==> config.mk <==
export PLATFORM = sky130hd
export DESIGN_NAME = glzw_queue
export DESIGN_NICKNAME = d
export VERILOG_FILES = /design/src/hw/rtl/glzw_pkg.sv /design/src/hw/rtl/glzw_queue.sv
export SDC_FILE = /design/constraint.sdc
export NUM_CORES = 1
export LEC_CHECK = 0
export BUFFER_PORTS_ARGS = -buffer_cell sky130_fd_sc_hd__buf_2
export CAP_MARGIN = 10
export CORE_MARGIN = 5
export CORE_UTILIZATION = 54
export DETAILED_ROUTE_END_ITERATION = 10
export PLACE_DENSITY = 0.86
export SLEW_MARGIN = 20
export SYNTH_ARGS = -nofsm -noshare
export SYNTH_HDL_FRONTEND = slang
export SYNTH_SLANG_ARGS = --single-unit
==> constraint.sdc <==
create_clock -name i_clk -period 3.75 [get_ports i_clk]
set_input_delay 0.75 -clock i_clk [delete_from_list [all_inputs] [get_ports i_clk]]
set_output_delay 0.75 -clock i_clk [all_outputs]
set_load 0.01 [all_outputs]
==> src/hw/rtl/glzw_pkg.sv <==
// Shared types, constants and helpers of the GIF LZW encoder.
package glzw_pkg;

    localparam int unsigned PIX_W   = 8;
    localparam int unsigned CS_W    = 4;
    localparam int unsigned EPOCH_W = 8;

    localparam logic [CS_W-1:0] CS_DEFAULT = 4'd8;
    localparam logic [CS_W-1:0] CS_MIN     = 4'd1;
    localparam logic [CS_W-1:0] CS_MAX     = 4'd8;

    typedef struct packed {
        logic [PIX_W-1:0] pixel;
        logic             last;
        logic             first;
        logic [CS_W-1:0]  cs;
    } t_item;

    function automatic logic [CS_W-1:0] limit_cs(input logic [CS_W-1:0] v);
        logic [CS_W-1:0] r;
        if (v < CS_MIN) begin
            r = CS_MIN;
        end else if (v > CS_MAX) begin
            r = CS_MAX;
        end else begin
            r = v;
        end
        return r;
    endfunction

endpackage

==> src/hw/rtl/glzw_queue.sv <==
// Two-entry queue between the front end and the back end.
module glzw_queue
    import glzw_pkg::*;
(
    input  logic  i_clk,
    input  logic  i_rst_n,
    input  logic  i_push,
    input  t_item i_item,
    input  logic  i_pop,
    output logic  o_full,
    output logic  o_empty,
    output t_item o_item
);

    t_item      r_mem [2];
    logic       r_wp;
    logic       r_rp;
    logic [1:0] r_cnt;
    logic       do_push;
    logic       do_pop;

    assign o_full  = (r_cnt == 2'd2);
    assign o_empty = (r_cnt == 2'd0);
    assign o_item  = r_mem[r_rp];
    assign do_push = i_push && !o_full;
    assign do_pop  = i_pop && !o_empty;

    always_ff @(posedge i_clk) begin
        if (do_push) begin
            r_mem[r_wp] <= i_item;
        end
        if (!i_rst_n) begin
            r_wp  <= 1'b0;
            r_rp  <= 1'b0;
            r_cnt <= 2'd0;
        end else begin
            if (do_push) begin
                r_wp <= !r_wp;
            end
            if (do_pop) begin
                r_rp <= !r_rp;
            end
            r_cnt <= r_cnt + 2'(do_push) - 2'(do_pop);
        end
    end

endmodule

==> out/metrics.yaml <==
numCtsBuffers: 5
period_share_pct: 62.1
netSwitchingFraction_pct: 29.1
dpl.hpwl_um: 1460
rows: 17
finalSetupViolCount: 0
fin_crit_ps: 2330
synth_simple_gate_area_share_pct: 5.03
switchingPower_uw: 289
path_class: "reg -> out"
path_depth: 2
slew_violations: 0
num_antenna_cells: 0
cts_hold_buffers: 0
crit_chain: "mux2_2 -> buf_2"
synth_top_family_by_area: "multiplexers"
core_region_area_sq_um: 2210
drv_cap: 0
finalHoldViolCount: 0
min_path_cells: 2
synth-seq-cells: 33
first_global_vias: 728
cp_top_family: "flip-flops"
synth_mux_area_share_pct: 13.5
synth_top_cells_by_area: "edfxtp_1, mux2_2, dfxtp_1"
synthCells: 70
hold_path.class: "reg -> reg"
p_leak_uw: 0.000606
clkPwrFrac_pct: 19.9
synth_area_leader_cell: "edfxtp_1"
p_int_uw: 704
seq_area_frac_synth_pct: 75.7
die-area_sq_um: 3360
grt-ovfl-total: 0
drt_iter0_drc: 7
io_buffers: 33
syn2layout_area_growth_pct: 20.2
synth_cell_types: 16
die_w_um: 58.0
synth-xor-area-share_pct: 1.41
powerDensity_nw_per_um2: 664
fin_worst_skew_ps: 8.07
synthAdderAreaFrac_pct: 2.01
cts.path.max_buffers: 2
start_util_pct: 56.2
slew_headroom_pct: 53.0
pwr-share-seq_pct: 52.5
avgSynthCellArea_sq_um: 17.8
grt_pass1_wl_um: 3290
rsz0062_at_grt: "no"
syn-cell-area_sq_um: 1240
slowest_stage: "dfxtp_1"
place_congestion: 0.679
grt_max_degree: 15
clock_latency_ps: 320
io_pins: 34
whs_ps: 502
postCtsSetupRepairBufs: 0
vias_per_cell: 4.91
cp_num_buf_inv: 1
status: "completed"
max_freq_mhz: 429
synth_compound_area_share_pct: 0.604
layout.nets: 129
grt_usage_pct: 13.7
antenna_found_initial: 0
crit_arrival_ps: 1580
vdd_drop_max_mv: 0.466
start_kind: "register"
fill_cells: 172
yosys.area.top_type_share_pct: 67.6
power_frac_comb_pct: 27.6
yosys_warnings: 0
crit_required_ps: 3000
drt-pass1-iter-count: 3
tightest_slew_ps: 704
cts_root_buffer: "clkbuf_4"
end_kind: "output pin"
htreeDepth: 2
syn_nets: 90
slowest_delay_ps: 710
cts_tree: "yes"
num_vias: 678
die_y_um: 58.0
drive_gt1_share_pct: 50.0
routed_wl_um: 1960
drc: 0
critPathMaxFanout: 14
r2r_cells: 8
ctsResizeCount: 0
clk_pin_slew_ps: 90
finalSetupTns_ps: 0
clkSinkCount: 33
detail-route-antenna-nets: 0
routedWlPerCell_um: 14.2
[power by group through the flow]
stage / clock network, uW / registers [uW] / logic, uW
floorplan: 0 / 507 / 202
global placement: 0 / 526 / 269
detailed placement: 0 / 531 / 280
CTS: 203 / 523 / 281
global route: 222 / 533 / 306
finish: 198 / 521 / 274
[layer usage]
| metal | GRT usage, % | part of all wire (%) | vias to the layer above |
|---|---|---|---|
| met5 | 0 | 0 | - |
| met4 | 4.97 | 0.87 | 0 |
| met3 | 7.57 | 9.8 | 2 |
| met2 | 22.9 | 51 | 24 |
| met1 | 14.6 | 38 | 319 |
| li1 | - | - | 333 |
[layout by cell type (no fill, tap or decap)]
cell / n
nor2_2: 1
ha_1: 2
buf_2: 33
nand2b_1: 2
o21a_1: 1
mux2i_1: 1
inv_1: 3
xnor2_1: 1
clkinv_1: 1
clkbuf_4: 5
mux2_2: 14
edfxtp_1: 28
nand2_1: 2
xor2_1: 1
and3_1: 1
nor3_1: 1
clkbuf_8: 1
and2_1: 2
clkinv_2: 1
nor2_1: 4
dfxtp_1: 5
[synth_stat cells, drive strengths merged]
cell / n
edfxtp: 28
mux2: 14
dfxtp: 5
nor2: 5
inv: 3
and2: 2
ha: 2
nand2: 2
nand2b: 2
and3: 1
buf: 1
mux2i: 1
nor3: 1
o21a: 1
xnor2: 1
xor2: 1
[worst min-delay path, cell delays in order (launching register included)]
cell,delay [ps]
dfxtp_1,340
nand2_1,60
mux2i_1,60
[worst paths after layout]
| path | slack [ps] | to | from |
|---|---|---|---|
| setup / recovery | 1420 | o_item[4] | register |
| hold / removal | 500 | r_wp | r_wp |
| hold reg to reg | 500 | r_wp | r_wp |
| setup reg to reg | 2040 | r_cnt[1] | r_cnt[0] |
[flip-flops by register name, summed over array words and instances, names as in the netlist, named ones only]
name   flops
r_cnt      2
r_mem     28
r_rp       1
r_wp       1
[metrics by stage]
stage | power [uW] | setup slack [ps] | std cells | util, % | area, sq um
after floorplan | 710 | 1910 | 70 | - | 1240
after global placement | 795 | 1570 | 130 | 64.8 | 1430
after detailed placement | 811 | 1500 | 130 | 64.8 | 1430
after CTS | 1010 | 1370 | 138 | 67.5 | 1490
after global routing | 1060 | 1270 | 138 | 67.6 | 1500
final | 993 | 1420 | 138 | 67.6 | 1500
[cell families (layout without fill, tap and decap cells)]
family | after synthesis | in the layout
flops | 33 | 33
mux | 15 | 15
simple gates | 13 | 13
buf+inv | 4 | 44
fa+ha+maj | 2 | 2
xor+xnor | 2 | 2
compound gates | 1 | 1
[layout make-up]
type	instances	area [sq um]	share of cell area (%)
clock buffers	6	51.3	3.43
multi-input cells	33	283	18.9
clock inverters	2	8.76	0.586
inverters	3	11.3	0.753
repair buffers	33	165	11.0
flip-flops and latches	33	941	62.9
well taps	28	35.0	2.34
Note: power is estimated with default switching activity, not from simulation.
