<file path="src/hw/rtl/glzw_pkg.sv">
// Shared types, constants and helpers of the GIF LZW encoder.
package glzw_pkg;

    localparam int unsigned PIX_W   = 8;
    localparam int unsigned CS_W    = 4;
    localparam int unsigned EPOCH_W = 8;

    localparam logic [CS_W-1:0] CS_DEFAULT = 4'd8;
    localparam logic [CS_W-1:0] CS_MIN     = 4'd1;
    localparam logic [CS_W-1:0] CS_MAX     = 4'd8;

    typedef struct packed {
        logic [PIX_W-1:0] pixel;
        logic             last;
        logic             first;
        logic [CS_W-1:0]  cs;
    } t_item;

    function automatic logic [CS_W-1:0] limit_cs(input logic [CS_W-1:0] v);
        logic [CS_W-1:0] r;
        if (v < CS_MIN) begin
            r = CS_MIN;
        end else if (v > CS_MAX) begin
            r = CS_MAX;
        end else begin
            r = v;
        end
        return r;
    endfunction

endpackage

</file>
<file path="src/hw/rtl/glzw_if.sv">
// Handshake interfaces for the pixel input and the byte output channels.
interface glzw_pix_if;
    logic       valid;
    logic       ready;
    logic [7:0] pixel;
    logic       last;

    modport source (output valid, output pixel, output last, input ready);
    modport sink (input valid, input pixel, input last, output ready);
endinterface


</file>
<file path="src/hw/rtl/glzw_front.sv">
// Front end: accepts pixels, latches the code size per image and masks pixels.
module glzw_front
    import glzw_pkg::*;
(
    input  logic            i_clk,
    input  logic            i_rst_n,
    input  logic [CS_W-1:0] i_code_size,
    glzw_pix_if.sink        i_pix,
    input  logic            i_full,
    output logic            o_push,
    output t_item           o_item
);

    logic            r_started;
    logic [CS_W-1:0] r_cs;
    logic [CS_W-1:0] cs_use;
    logic [8:0]      pix_mask;

    assign i_pix.ready = !i_full;
    assign o_push      = i_pix.valid && !i_full;
    assign cs_use      = r_started ? r_cs : limit_cs(i_code_size);
    assign pix_mask    = (9'd1 << cs_use) - 9'd1;

    always_comb begin
        o_item.pixel = i_pix.pixel & pix_mask[7:0];
        o_item.last  = i_pix.last;
        o_item.first = !r_started;
        o_item.cs    = cs_use;
    end

    always_ff @(posedge i_clk) begin
        if (!i_rst_n) begin
            r_started <= 1'b0;
            r_cs      <= CS_DEFAULT;
        end else if (o_push) begin
            r_started <= !i_pix.last;
            r_cs      <= cs_use;
        end
    end

endmodule

</file>
<file path="src/flat_wrapper.sv">
// flat-port wrapper written by rule: the top's interface ports become plain ports
module glzw_front_flat import glzw_pkg::*;
  (i_clk, i_rst_n, i_code_size, i_full, o_push, o_item, i_pix_valid, i_pix_pixel, i_pix_last, i_pix_ready);
  glzw_pix_if i_pix_i ();
  input  logic i_clk;
  input  logic i_rst_n;
  input  logic [CS_W-1:0] i_code_size;
  input  logic i_full;
  output logic o_push;
  output t_item o_item;
  input wire logic [$bits(i_pix_i.valid)-1:0] i_pix_valid;
  input wire logic [$bits(i_pix_i.pixel)-1:0] i_pix_pixel;
  input wire logic [$bits(i_pix_i.last)-1:0] i_pix_last;
  output wire logic [$bits(i_pix_i.ready)-1:0] i_pix_ready;
  assign i_pix_i.valid = i_pix_valid;
  assign i_pix_i.pixel = i_pix_pixel;
  assign i_pix_i.last = i_pix_last;
  assign i_pix_ready = i_pix_i.ready;
  glzw_front u_core (.i_clk(i_clk), .i_rst_n(i_rst_n), .i_code_size(i_code_size), .i_pix(i_pix_i), .i_full(i_full), .o_push(o_push), .o_item(o_item));
endmodule
</file>
<file path="config.mk">
export PLATFORM = sky130hd
export DESIGN_NAME = glzw_front_flat
export DESIGN_NICKNAME = d
export VERILOG_FILES = /design/src/hw/rtl/glzw_pkg.sv /design/src/hw/rtl/glzw_if.sv /design/src/hw/rtl/glzw_front.sv /design/src/flat_wrapper.sv
export SDC_FILE = /design/constraint.sdc
export NUM_CORES = 1
export LEC_CHECK = 0
export BUFFER_PORTS_ARGS = -buffer_cell sky130_fd_sc_hd__buf_2
export CORE_UTILIZATION = 35
export DETAILED_ROUTE_END_ITERATION = 8
export PLACE_DENSITY = 0.79
export SLEW_MARGIN = 30
export SYNTH_ARGS = -nofsm -noshare
export SYNTH_HDL_FRONTEND = slang
export SYNTH_SLANG_ARGS = --single-unit
</file>
<file path="constraint.sdc">
create_clock -name i_clk -period 8.4 [get_ports i_clk]
set_clock_uncertainty 0.05 [all_clocks]
set_input_delay 1.68 -clock i_clk [delete_from_list [all_inputs] [get_ports i_clk]]
set_output_delay 1.68 -clock i_clk [all_outputs]
set_load 0.02 [all_outputs]
</file>
==> metrics.log, run 1 <==
[metrics] outcome: finished, final reports clean
[metrics] peak supply drop: 0.0001071 V
[metrics] Hold Worst Slack: 0.4970 ns
[metrics] Power Dens Cells: 135.5 nW/um^2
[metrics] I/O pins: 33
[metrics] number of cells produced by synthesis: 69
[metrics] final cell count without fillers: 116
[metrics] post-synthesis sequential area ratio: 0.2020
[metrics] wire length of the first global-routing pass: 1738 um
[metrics] setup repair after global routing missed its margin: no
[metrics] # setup viols final: 0
[metrics] launch instance of the worst register-to-register path: u_core.r_started
[metrics] hold-critical path depth: 2
[metrics] # fillers: 147
[metrics] First-pass DRT Iterations: 6
[metrics] leading cell type in the layout, fill and taps excluded: buf_2
[metrics] WS Path Type: in2out
[metrics] largest driver fanout on the critical path: 8
[metrics] DIE WIDTH: 39.63 um
[metrics] Num CTS Buffers: 3
[metrics] Slew @ Worst Pin: 0.6291 ns
[metrics] CTS H-Tree Depth: 1
[metrics] Largest stage delay, worst path: 0.41 ns
[metrics] headroom to the max-slew limit: 0.5797
[metrics] count of instances resized after the clock tree is built: 0
[metrics] Mapped Avg Cell Area: 7.181 um^2
[metrics] startpoint kind of the worst setup timing path: primary input
[metrics] routability-driven placement congestion ratio: 0.7521
[metrics] remaining antenna violation count: 0
[metrics] die area: 1570 um^2
[metrics] placeable core region: 1301 um^2
[metrics] Synth Warn #: 0
[metrics] Most used DFF post-synth: dfxtp_1
[metrics] initial core utilization: 0.3808
[metrics] Critical Path Sink Type: output pin
[metrics] required time of the critical path: 6.67 ns
[metrics] final sum of negative setup slack: 0 ns
[metrics] Endpoint, Worst Hold: u_core.r_cs[3]
[metrics] most used cells in the layout excluding fill and tap cells: buf_2, inv_1, nand2_1
[metrics] static power due to leakage: 0.3762 nW
[metrics] HPWL after detailed placement: 925.1 um
[metrics] type of the most critical hold path: reg2reg
[metrics] count of buffers added by post-CTS timing repair for setup: 0
[metrics] Critical Path Slowest Stage Cell: or3_1
[metrics] count of endpoints failing hold in the final timing report: 0
[metrics] post-route clock period utilization: 0.6534
[metrics] Maximum Capacitance Violations: 0
[metrics] clock tree from TritonCTS: built
[metrics] largest net degree at the start of global routing: 17
[metrics] number of sinks on the clock net: 5
[metrics] post-detailed-route DRC marker count: 0
[metrics] number of input and output port buffers inserted: 32
[metrics] CP cell instances: buf_2, o21bai_1, a22o_1, or3_1, ha_1, or3_1, a221oi_1, buf_2
[metrics] clock-pin slew on the worst setup and hold paths: 0.04 ns
[metrics] First DRT Iteration DRCs: 11
[metrics] site row count: 13
[metrics] maximum count of clock buffers along a single path: 2
[metrics] post-synthesis cell area: 495.5 um^2
[metrics] Final Slew Violations: 0
[metrics] WL/cell: 10.29 um
[metrics] share of flip-flops with an asynchronous set or reset: 0
[metrics] worst reg2reg path endpoint: u_core.r_cs[0]
[metrics] Root Buffer: clkbuf_4
[metrics] Layout Area Growth over Synthesis: 35.86%
[metrics] r2r worst-path depth: 4
[metrics] setup ws final: 2.911 ns
[metrics] number of cells after detailed placement: 112
[metrics] post-detailed-routing wire length: 1194 um
[metrics] DR vias/cell: 5.017
[metrics] number of synthesized flops with an enable pin: 0
[metrics] vias after detailed routing: 582
[metrics] diode insertion count for antenna repair: 0
[metrics] worst hold path startpoint: u_core.r_cs[3]
[metrics] Synthesized Nets: 87
[metrics] via count of the first global-routing pass: 423
[metrics] Crit path arrival time: 3.76 ns
[metrics] Post-Place Worst Slack: 2.926 ns
[metrics] clock latency of the later-clocked register in the worst-skew pair: 0.24 ns
[metrics] Final min period: 5.489 ns
[metrics] Post-layout nets: 120
[metrics] final design area excluding fillers: 673.1 um^2
[metrics] share of cells above drive strength 1: 0.3564
[metrics] CTS Hold Bufs: 0
[metrics] maximum operating frequency: 182.2 MHz
[metrics] register bit count reported by yosys: 5
[metrics] overall overflow remaining after global route: 0
[metrics] placed cell areas: 646.9 um^2
[metrics] Die H: 39.63 um
[metrics] R2R setup slack: 6.97 ns
[metrics] GRT Util Overall: 0.1676
[metrics] antenna violations before repair: 0
[metrics] distinct cell type count after synthesis: 34
logic make-up (layout without fill, tap and decap cells):
group                      Yosys count  after routing  share of synthesized area
buffers and inverters               12             44                     0.1162
muxes                                3              3                    0.06313
and+or+nand+nor                     30             30                     0.3182
AOI/OAI and AO/OA                   18             18                     0.2753
DFF                                  5              5                     0.2020
adders and majority gates            1              1                    0.02525
Yosys cell counts, types with 2 or more instances:
cell type	number	area, um^2
nor2_1	5	18.77
o21a_1	2	15.01
inv_1	8	30.03
a21oi_1	2	10.01
nand2b_1	2	12.51
nor3_1	2	10.01
nand2_1	7	26.28
o211ai_1	2	15.01
o211a_1	3	30.03
or3_1	2	12.51
mux2i_1	2	20.02
and2_1	3	18.77
nor2b_1	3	18.77
nand3_1	2	10.01
dfxtp_1	5	100.1
through the flow:
step | util | total power, W
after floorplan | - | 0.00005209
after global placement | 0.4971 | 0.00006316
after detailed placement | 0.4971 | 0.00006343
after CTS | 0.5173 | 0.00009273
after global routing | 0.5173 | 0.00009776
final | 0.5173 | 0.00009120
worst max-delay path by stage:
stage	startpoint	endpoint	slack, ns
6_report	i_code_size[0]	o_item[10]	2.91
5_1_grt	i_code_size[1]	o_item[10]	2.69
4_1_cts	i_code_size[0]	o_item[10]	2.92
3_5_place_dp	i_code_size[0]	o_item[10]	2.93
3_3_place_gp	i_code_size[3]	o_item[8]	2.96
2_1_floorplan	i_code_size[0]	o_item[10]	2.93
metal layers:
layer	share of wire	vias up	global-route usage	wire (um)
li1	-	311	-	-
met1	0.47	251	0.2020	557
met2	0.47	17	0.2664	557
met3	0.048	3	0.01705	57
met4	0.018	0	0.1293	22
met5	0	-	0	0
layout make-up:
type                            instances  area [um^2]  share of cell area
Tap cell                               15        18.77             0.02788
Clock buffer                            4        26.28             0.03903
Sequential cell                         5        100.1              0.1487
Inverter                                8        30.03             0.04461
Multi-Input combinational cell         52        337.8              0.5019
Timing Repair Buffer                   32        160.2              0.2379
where the power goes:
group / internal (W) / switching [W]
logic: 0.0000147 / 0.0000208
registers: 0.0000253 / 0.00000238
clock network: 0.0000180 / 0.0000100
state kept, by name, summed over array words and instances, names as in the netlist:
signal            flops
u_core.r_cs           4
u_core.r_started      1
critical path, delay by kind of cell:
family / cells / cell delay (ns)
adder cells (fa/ha/maj): 1 / 0.28
AND/OR/NAND/NOR: 2 / 0.81
AO/OA/AOI/OAI: 3 / 0.67
buffers and inverters: 2 / 0.31
(Power assumes the default switching activity.)
==> inputs of run 2 (changes only) <==
- PLACE_DENSITY: 0.79 -> 0.82
- clock period: 8.4 -> 4.9 ns (I/O delays scaled with it)
==> run 2 against run 1 <==
Against the previous run:
- register-to-register slack got worse by 3.5 ns
- non-clock buffer count is the same
- count of clock-buffer cells in the layout is the same
- via count grew 2.2%
- critical path depth increased by 2
- largest cell class unchanged
- design area did not move
- first-iteration DRC count is 45% higher
==> metrics.log, run 2 (synthesis results as in run 1) <==
[metrics] outcome: finished, final reports clean (unchanged)
[metrics] number of sinks on the clock net: 5 (unchanged)
[metrics] largest driver fanout on the critical path: 8 (unchanged)
[metrics] clock tree from TritonCTS: built (unchanged)
[metrics] hold-critical path depth: 2 (unchanged)
[metrics] Num CTS Buffers: 3 (unchanged)
[metrics] most used cells in the layout excluding fill and tap cells: buf_2, inv_1, nand2_1 (unchanged)
[metrics] required time of the critical path: 3.87 ns (was 6.67 ns)
[metrics] Regs by FF count: u_core.r_cs (4), u_core.r_started (1) (unchanged)
[metrics] static power due to leakage: 0.3762 nW (unchanged)
[metrics] type of the most critical hold path: reg2reg (unchanged)
[metrics] met1 GRT Util: 0.2169 (was 0.2020)
[metrics] WS Path Type: in2out (unchanged)
[metrics] count of instances resized after the clock tree is built: 0 (unchanged)
[metrics] largest net degree at the start of global routing: 17 (unchanged)
[metrics] post-detailed-routing wire length: 1202 um (was 1194 um)
[metrics] # setup viols final: 0 (unchanged)
[metrics] Crit path arrival time: 3.11 ns (was 3.76 ns)
[metrics] maximum count of clock buffers along a single path: 2 (unchanged)
[metrics] placeable core region: 1301 um^2 (unchanged)
[metrics] clock latency of the later-clocked register in the worst-skew pair: 0.23 ns (was 0.24 ns)
[metrics] DR vias/cell: 5.129 (was 5.017)
[metrics] Slew @ Worst Pin: 0.6246 ns (was 0.6291 ns)
[metrics] remaining antenna violation count: 0 (unchanged)
[metrics] initial core utilization: 0.3808 (unchanged)
[metrics] DIE WIDTH: 39.63 um (unchanged)
[metrics] launch instance of the worst register-to-register path: u_core.r_started (unchanged)
[metrics] CTS H-Tree Depth: 1 (unchanged)
[metrics] antenna violations before repair: 0 (unchanged)
[metrics] Final min period: 4.139 ns
[metrics] GR Util met3: 0.01705 (unchanged)
[metrics] number of flip-flops under the largest register name: 4 (unchanged)
[metrics] share of cells above drive strength 1: 0.3564 (unchanged)
[metrics] via count of the first global-routing pass: 384 (was 423)
[metrics] die area: 1570 um^2 (unchanged)
[metrics] setup repair after global routing missed its margin: no (unchanged)
[metrics] site row count: 13 (unchanged)
[metrics] final sum of negative setup slack: 0 ns (unchanged)
[metrics] HPWL after detailed placement: 950.9 um (was 925.1 um)
[metrics] I/O pins: 33 (unchanged)
[metrics] Layout Area Growth over Synthesis: 35.86% (unchanged)
[metrics] WL/cell: 10.36 um (was 10.29 um)
[metrics] routability-driven placement congestion ratio: 0.7429 (was 0.7521)
[metrics] Final Slew Violations: 0 (unchanged)
[metrics] maximum operating frequency: 241.6 MHz
[metrics] diode insertion count for antenna repair: 0 (unchanged)
[metrics] startpoint kind of the worst setup timing path: primary input (unchanged)
[metrics] Maximum Capacitance Violations: 0 (unchanged)
[metrics] Power Dens Cells: 229.1 nW/um^2 (was 135.5 nW/um^2)
[metrics] top register by number of flip-flops: u_core.r_cs (unchanged)
[metrics] wire length of the first global-routing pass: 1607 um (was 1738 um)
[metrics] GRT Util Overall: 0.1575 (was 0.1676)
[metrics] First DRT Iteration DRCs: 16 (was 11)
[metrics] R2R setup slack: 3.45 ns (was 6.97 ns)
[metrics] Root Buffer: clkbuf_4 (unchanged)
[metrics] setup ws final: 0.7610 ns (was 2.911 ns)
[metrics] worst reg2reg path endpoint: u_core.r_cs[0] (unchanged)
[metrics] clock-pin slew on the worst setup and hold paths: 0.04 ns (about the same)
[metrics] peak supply drop: 0.0001177 V (was 0.0001071 V)
[metrics] number of input and output port buffers inserted: 32 (unchanged)
[metrics] Die H: 39.63 um (unchanged)
[metrics] post-detailed-route DRC marker count: 0 (unchanged)
[metrics] count of endpoints failing hold in the final timing report: 0 (unchanged)
[metrics] GR Util met2: 0.2254 (was 0.2664)
[metrics] Critical Path Sink Type: output pin (unchanged)
[metrics] overall overflow remaining after global route: 0 (unchanged)
[metrics] post-route clock period utilization: 0.8447
[metrics] Post-Place Worst Slack: 0.7702 ns (was 2.926 ns)
[metrics] Post-layout nets: 120 (unchanged)
[metrics] count of buffers added by post-CTS timing repair for setup: 0 (unchanged)
[metrics] leading cell type in the layout, fill and taps excluded: buf_2 (unchanged)
[metrics] headroom to the max-slew limit: 0.5828 (was 0.5797)
[metrics] worst hold path startpoint: u_core.r_cs[0] (was u_core.r_cs[3])
[metrics] Endpoint, Worst Hold: u_core.r_cs[0] (was u_core.r_cs[3])
[metrics] vias after detailed routing: 595 (was 582)
[metrics] First-pass DRT Iterations: 4 (was 6)
[metrics] CTS Hold Bufs: 0 (unchanged)
[metrics] GRT Max-Usage Layer: met2 (unchanged)
[metrics] r2r worst-path depth: 4 (unchanged)
[run 2: cell counts in the layout (fill, tap and decap cells not counted)]
Identical to the previous run, type by type.
[run 2: how the worst max path moves through the flow]
stage | start | endpoint | slack, ns | depth (start not counted)
floorplan | i_code_size[0] | o_item[10] | 0.83 | 7
global placement | i_code_size[1] | o_item[10] | 0.82 | 10
detailed placement | i_code_size[1] | o_item[10] | 0.77 | 10
CTS | i_code_size[1] | o_item[10] | 0.78 | 10
global route | i_code_size[3] | o_item[10] | 0.59 | 10
finish | i_code_size[3] | o_item[10] | 0.76 | 10
[run 2: power breakdown]
group / switching [W] / internal, W / total (W)
registers: 0.00000421 / 0.0000434 / 0.0000476
logic: 0.0000361 / 0.0000252 / 0.0000613
clock network: 0.0000147 / 0.0000306 / 0.0000453
[run 2: cell type report]
class	instances	area, um^2
Fill cell	143	628.1
Multi-Input combinational cell	52	337.8
Timing Repair Buffer	32	160.2
Sequential cell	5	100.1
Inverter	8	30.03
Clock buffer	4	26.28
Tap cell	15	18.77
[run 2: per-layer routing]
layer / vias up / share of wire
met2: 19 / 0.49
met1: 269 / 0.45
met5: - / 0
li1: 307 / -
met4: 0 / 0
met3: 0 / 0.056
[run 2: critical path: stages]
cell and delay, ns:
buf_2 0.14, nor2_1 0.12, a22o_1 0.31, or3_1 0.18
ha_1 0.28, inv_1 0.06, a2111oi_0 0.46, a31oi_1 0.09
a221oi_1 0.28, buf_2 0.21
[run 2: stage by stage]
stage               area, um^2  hold WS [ns]   power [W]  cells  utilization
CTS                      673.1        0.5168   0.0001566    116       0.5173
floorplan                495.5        0.4571  0.00008929     69            -
global placement         646.9        0.4852   0.0001082    112       0.4971
detailed placement       646.9        0.5113   0.0001092    112       0.4971
finish                   673.1        0.5271   0.0001542    116       0.5173
global route             673.1        0.5531   0.0001661    116       0.5173
==> inputs of run 3 (changes only) <==
- clock period: 4.9 -> 3.7 ns (I/O delays scaled with it)
==> run 3 against run 2 <==
Against the previous run:
- worst setup slack got worse by 0.56 ns
- core utilization grew 2.1 points
- worst hold slack worse by 0.0071 ns
- non-clock buffer count up 3
- cell count is 2.6% higher
- via count rose by 6.9%
- count of clock-buffer cells in the layout did not move
- global-route usage grew 3.4 points
- wire length up 14%
- highest routed layer is now met4
==> metrics.log, run 3 (synthesis results as in run 1) <==
[metrics] outcome: finished, final reports clean (unchanged)
[metrics] leading cell type in the layout, fill and taps excluded: buf_2 (unchanged)
[metrics] met1 routed wirelength after detailed routing: 607 um (was 545 um)
[metrics] clock latency of the later-clocked register in the worst-skew pair: 0.24 ns (was 0.23 ns)
[metrics] vias after detailed routing: 636 (was 595)
[metrics] placeable core region: 1301 um^2 (unchanged)
[metrics] First-pass DRT Iterations: 4 (unchanged)
[metrics] number of cells after detailed placement: 115 (was 112)
[metrics] Root Buffer: clkbuf_4 (unchanged)
[metrics] final cell count without fillers: 119 (was 116)
[metrics] peak supply drop: 0.0001631 V (was 0.0001177 V)
[metrics] Power Dens Cells: 301.4 nW/um^2 (was 229.1 nW/um^2)
[metrics] CP cell instances: buf_2, o21bai_1, a22o_1, buf_4, nand2_1, ha_2, inv_1, a2111oi_1, a31oi_1, a221oi_1, buf_2 (was buf_2, nor2_1, a22o_1, or3_1, ha_1, inv_1, a2111oi_0, a31oi_1, a221oi_1, buf_2)
[metrics] top sig layer: met4 (was met3)
[metrics] site row count: 13 (unchanged)
[metrics] post-route clock period utilization: 0.9459
[metrics] clock-pin slew on the worst setup and hold paths: 0.04 ns (about the same)
[metrics] DR vias/cell: 5.345 (was 5.129)
[metrics] Final min period: 3.500 ns
[metrics] WS Path Type: in2out (unchanged)
[metrics] First DRT Iteration DRCs: 20 (was 16)
[metrics] Hold Worst Slack: 0.5200 ns (was 0.5271 ns)
[metrics] largest driver fanout on the critical path: 8 (unchanged)
[metrics] initial core utilization: 0.3808 (unchanged)
[metrics] headroom to the max-slew limit: 0.5646 (was 0.5828)
[metrics] startpoint kind of the worst setup timing path: primary input (unchanged)
[metrics] cell type with the highest occurrence count on the critical path: buf_2 (unchanged)
[metrics] maximum operating frequency: 285.7 MHz
[metrics] Largest stage delay, worst path: 0.44 ns (was 0.46 ns)
[metrics] CTS H-Tree Depth: 1 (unchanged)
[metrics] clock tree from TritonCTS: built (unchanged)
[metrics] setup repair after global routing missed its margin: no (unchanged)
[metrics] number of flip-flops under the largest register name: 4 (unchanged)
[metrics] remaining antenna violation count: 0 (unchanged)
[metrics] overall overflow remaining after global route: 0 (unchanged)
[metrics] top register by number of flip-flops: u_core.r_cs (unchanged)
[metrics] routability-driven placement congestion ratio: 0.7353 (was 0.7429)
[metrics] # setup viols final: 0 (unchanged)
[metrics] Die H: 39.63 um (unchanged)
[metrics] Final Slew Violations: 0 (unchanged)
[metrics] CTS Hold Bufs: 0 (unchanged)
[metrics] Crit path arrival time: 2.71 ns (was 3.11 ns)
[metrics] Post-Place Worst Slack: 0.1082 ns (was 0.7702 ns)
[metrics] HPWL after detailed placement: 1046 um (was 950.9 um)
[metrics] diode insertion count for antenna repair: 0 (unchanged)
[metrics] DIE WIDTH: 39.63 um (unchanged)
[metrics] maximum count of clock buffers along a single path: 2 (unchanged)
[metrics] Num CTS Buffers: 3 (unchanged)
[metrics] Layout Area Growth over Synthesis: 41.41% (was 35.86%)
[metrics] total power draw: 0.0002112 W (was 0.0001542 W)
[metrics] most used cells in the layout excluding fill and tap cells: buf_2, inv_1, nand2_1 (unchanged)
[metrics] wire length of the first global-routing pass: 1994 um (was 1607 um)
[metrics] Slew @ Worst Pin: 0.6518 ns (was 0.6246 ns)
[metrics] detailed route wirelength on metal3: 92 um (was 67 um)
[metrics] largest net degree at the start of global routing: 17 (unchanged)
[metrics] die area: 1570 um^2 (unchanged)
[metrics] number of sinks on the clock net: 5 (unchanged)
[metrics] number of input and output port buffers inserted: 32 (unchanged)
[metrics] Regs by FF count: u_core.r_cs (4), u_core.r_started (1) (unchanged)
[metrics] count of endpoints failing hold in the final timing report: 0 (unchanged)
[metrics] Critical Path Sink Type: output pin (unchanged)
[metrics] post-detailed-routing wire length: 1376 um (was 1202 um)
[metrics] via count of the first global-routing pass: 483 (was 384)
[metrics] required time of the critical path: 2.91 ns (was 3.87 ns)
[metrics] setup ws final: 0.2000 ns (was 0.7610 ns)
[metrics] post-detailed-route DRC marker count: 0 (unchanged)
[metrics] I/O pins: 33 (unchanged)
[metrics] share of cells above drive strength 1: 0.3942 (was 0.3564)
[metrics] Met2 Routed Length: 655 um (was 588 um)
[metrics] WL/cell: 11.56 um (was 10.36 um)
[metrics] type of the most critical hold path: reg2reg (unchanged)
[metrics] Maximum Capacitance Violations: 0 (unchanged)
[metrics] antenna violations before repair: 0 (unchanged)
[metrics] static power due to leakage: 0.3897 nW (was 0.3762 nW)
[metrics] GRT Util Overall: 0.1918 (was 0.1575)
[metrics] Critical Path Slowest Stage Cell: a2111oi_1 (was a2111oi_0)
[metrics] Post-layout nets: 123 (was 120)
[metrics] final sum of negative setup slack: 0 ns (unchanged)
run 3: cell type report:
cell class,instances,area [um^2]
Clock buffer,4,26.28
Fill cell,137,600.6
Inverter,8,30.03
Multi-Input combinational cell,52,341.6
Sequential cell,5,101.3
Tap cell,15,18.77
Timing Repair Buffer,35,182.7
run 3: repair_timing:
item | CTS | global route
endpoints found under the hold margin | 0 | 0
endpoints found under the setup margin | 0 | 2
resized for setup | 0 | 3
buffers inserted | 0 | 0
run 3: routing by layer:
metal,track usage,vias to the layer above
met5,0,-
met4,0.1379,0
met3,0.02841,4
met2,0.3033,28
met1,0.2313,287
li1,-,317
run 3: worst max-delay path: cells and delay by family:
kind / cells / cell delay [ns]
AOI/OAI and AO/OA: 5 / 1.12
buffers and inverters: 4 / 0.52
adders and majority gates: 1 / 0.25
and+or+nand+nor: 1 / 0.06
run 3: final timing paths:
path                                  endpoint  cells past startpoint  slack (ns)             start
worst max-delay path                o_item[10]                     11        0.20    i_code_size[0]
worst max register to register  u_core.r_cs[0]                      5        2.37  u_core.r_started
worst min register to register  u_core.r_cs[3]                      2        0.52    u_core.r_cs[3]
worst min-delay path            u_core.r_cs[3]                      2        0.52    u_core.r_cs[3]
run 3: metrics by stage:
step                      area [um^2]    util
after floorplan                 495.5       -
after global placement          669.4  0.5144
after detailed placement        669.4  0.5144
after CTS                       695.7  0.5346
after global routing            700.7  0.5385
final                           700.7  0.5385
run 3: power breakdown:
group	internal (W)	leakage (nW)	total (W)	switching [W]
sequential	0.0000576	0.0415	0.0000633	0.00000568
clock	0.0000407	0.0150	0.0000615	0.0000208
combinational	0.0000370	0.333	0.0000865	0.0000495
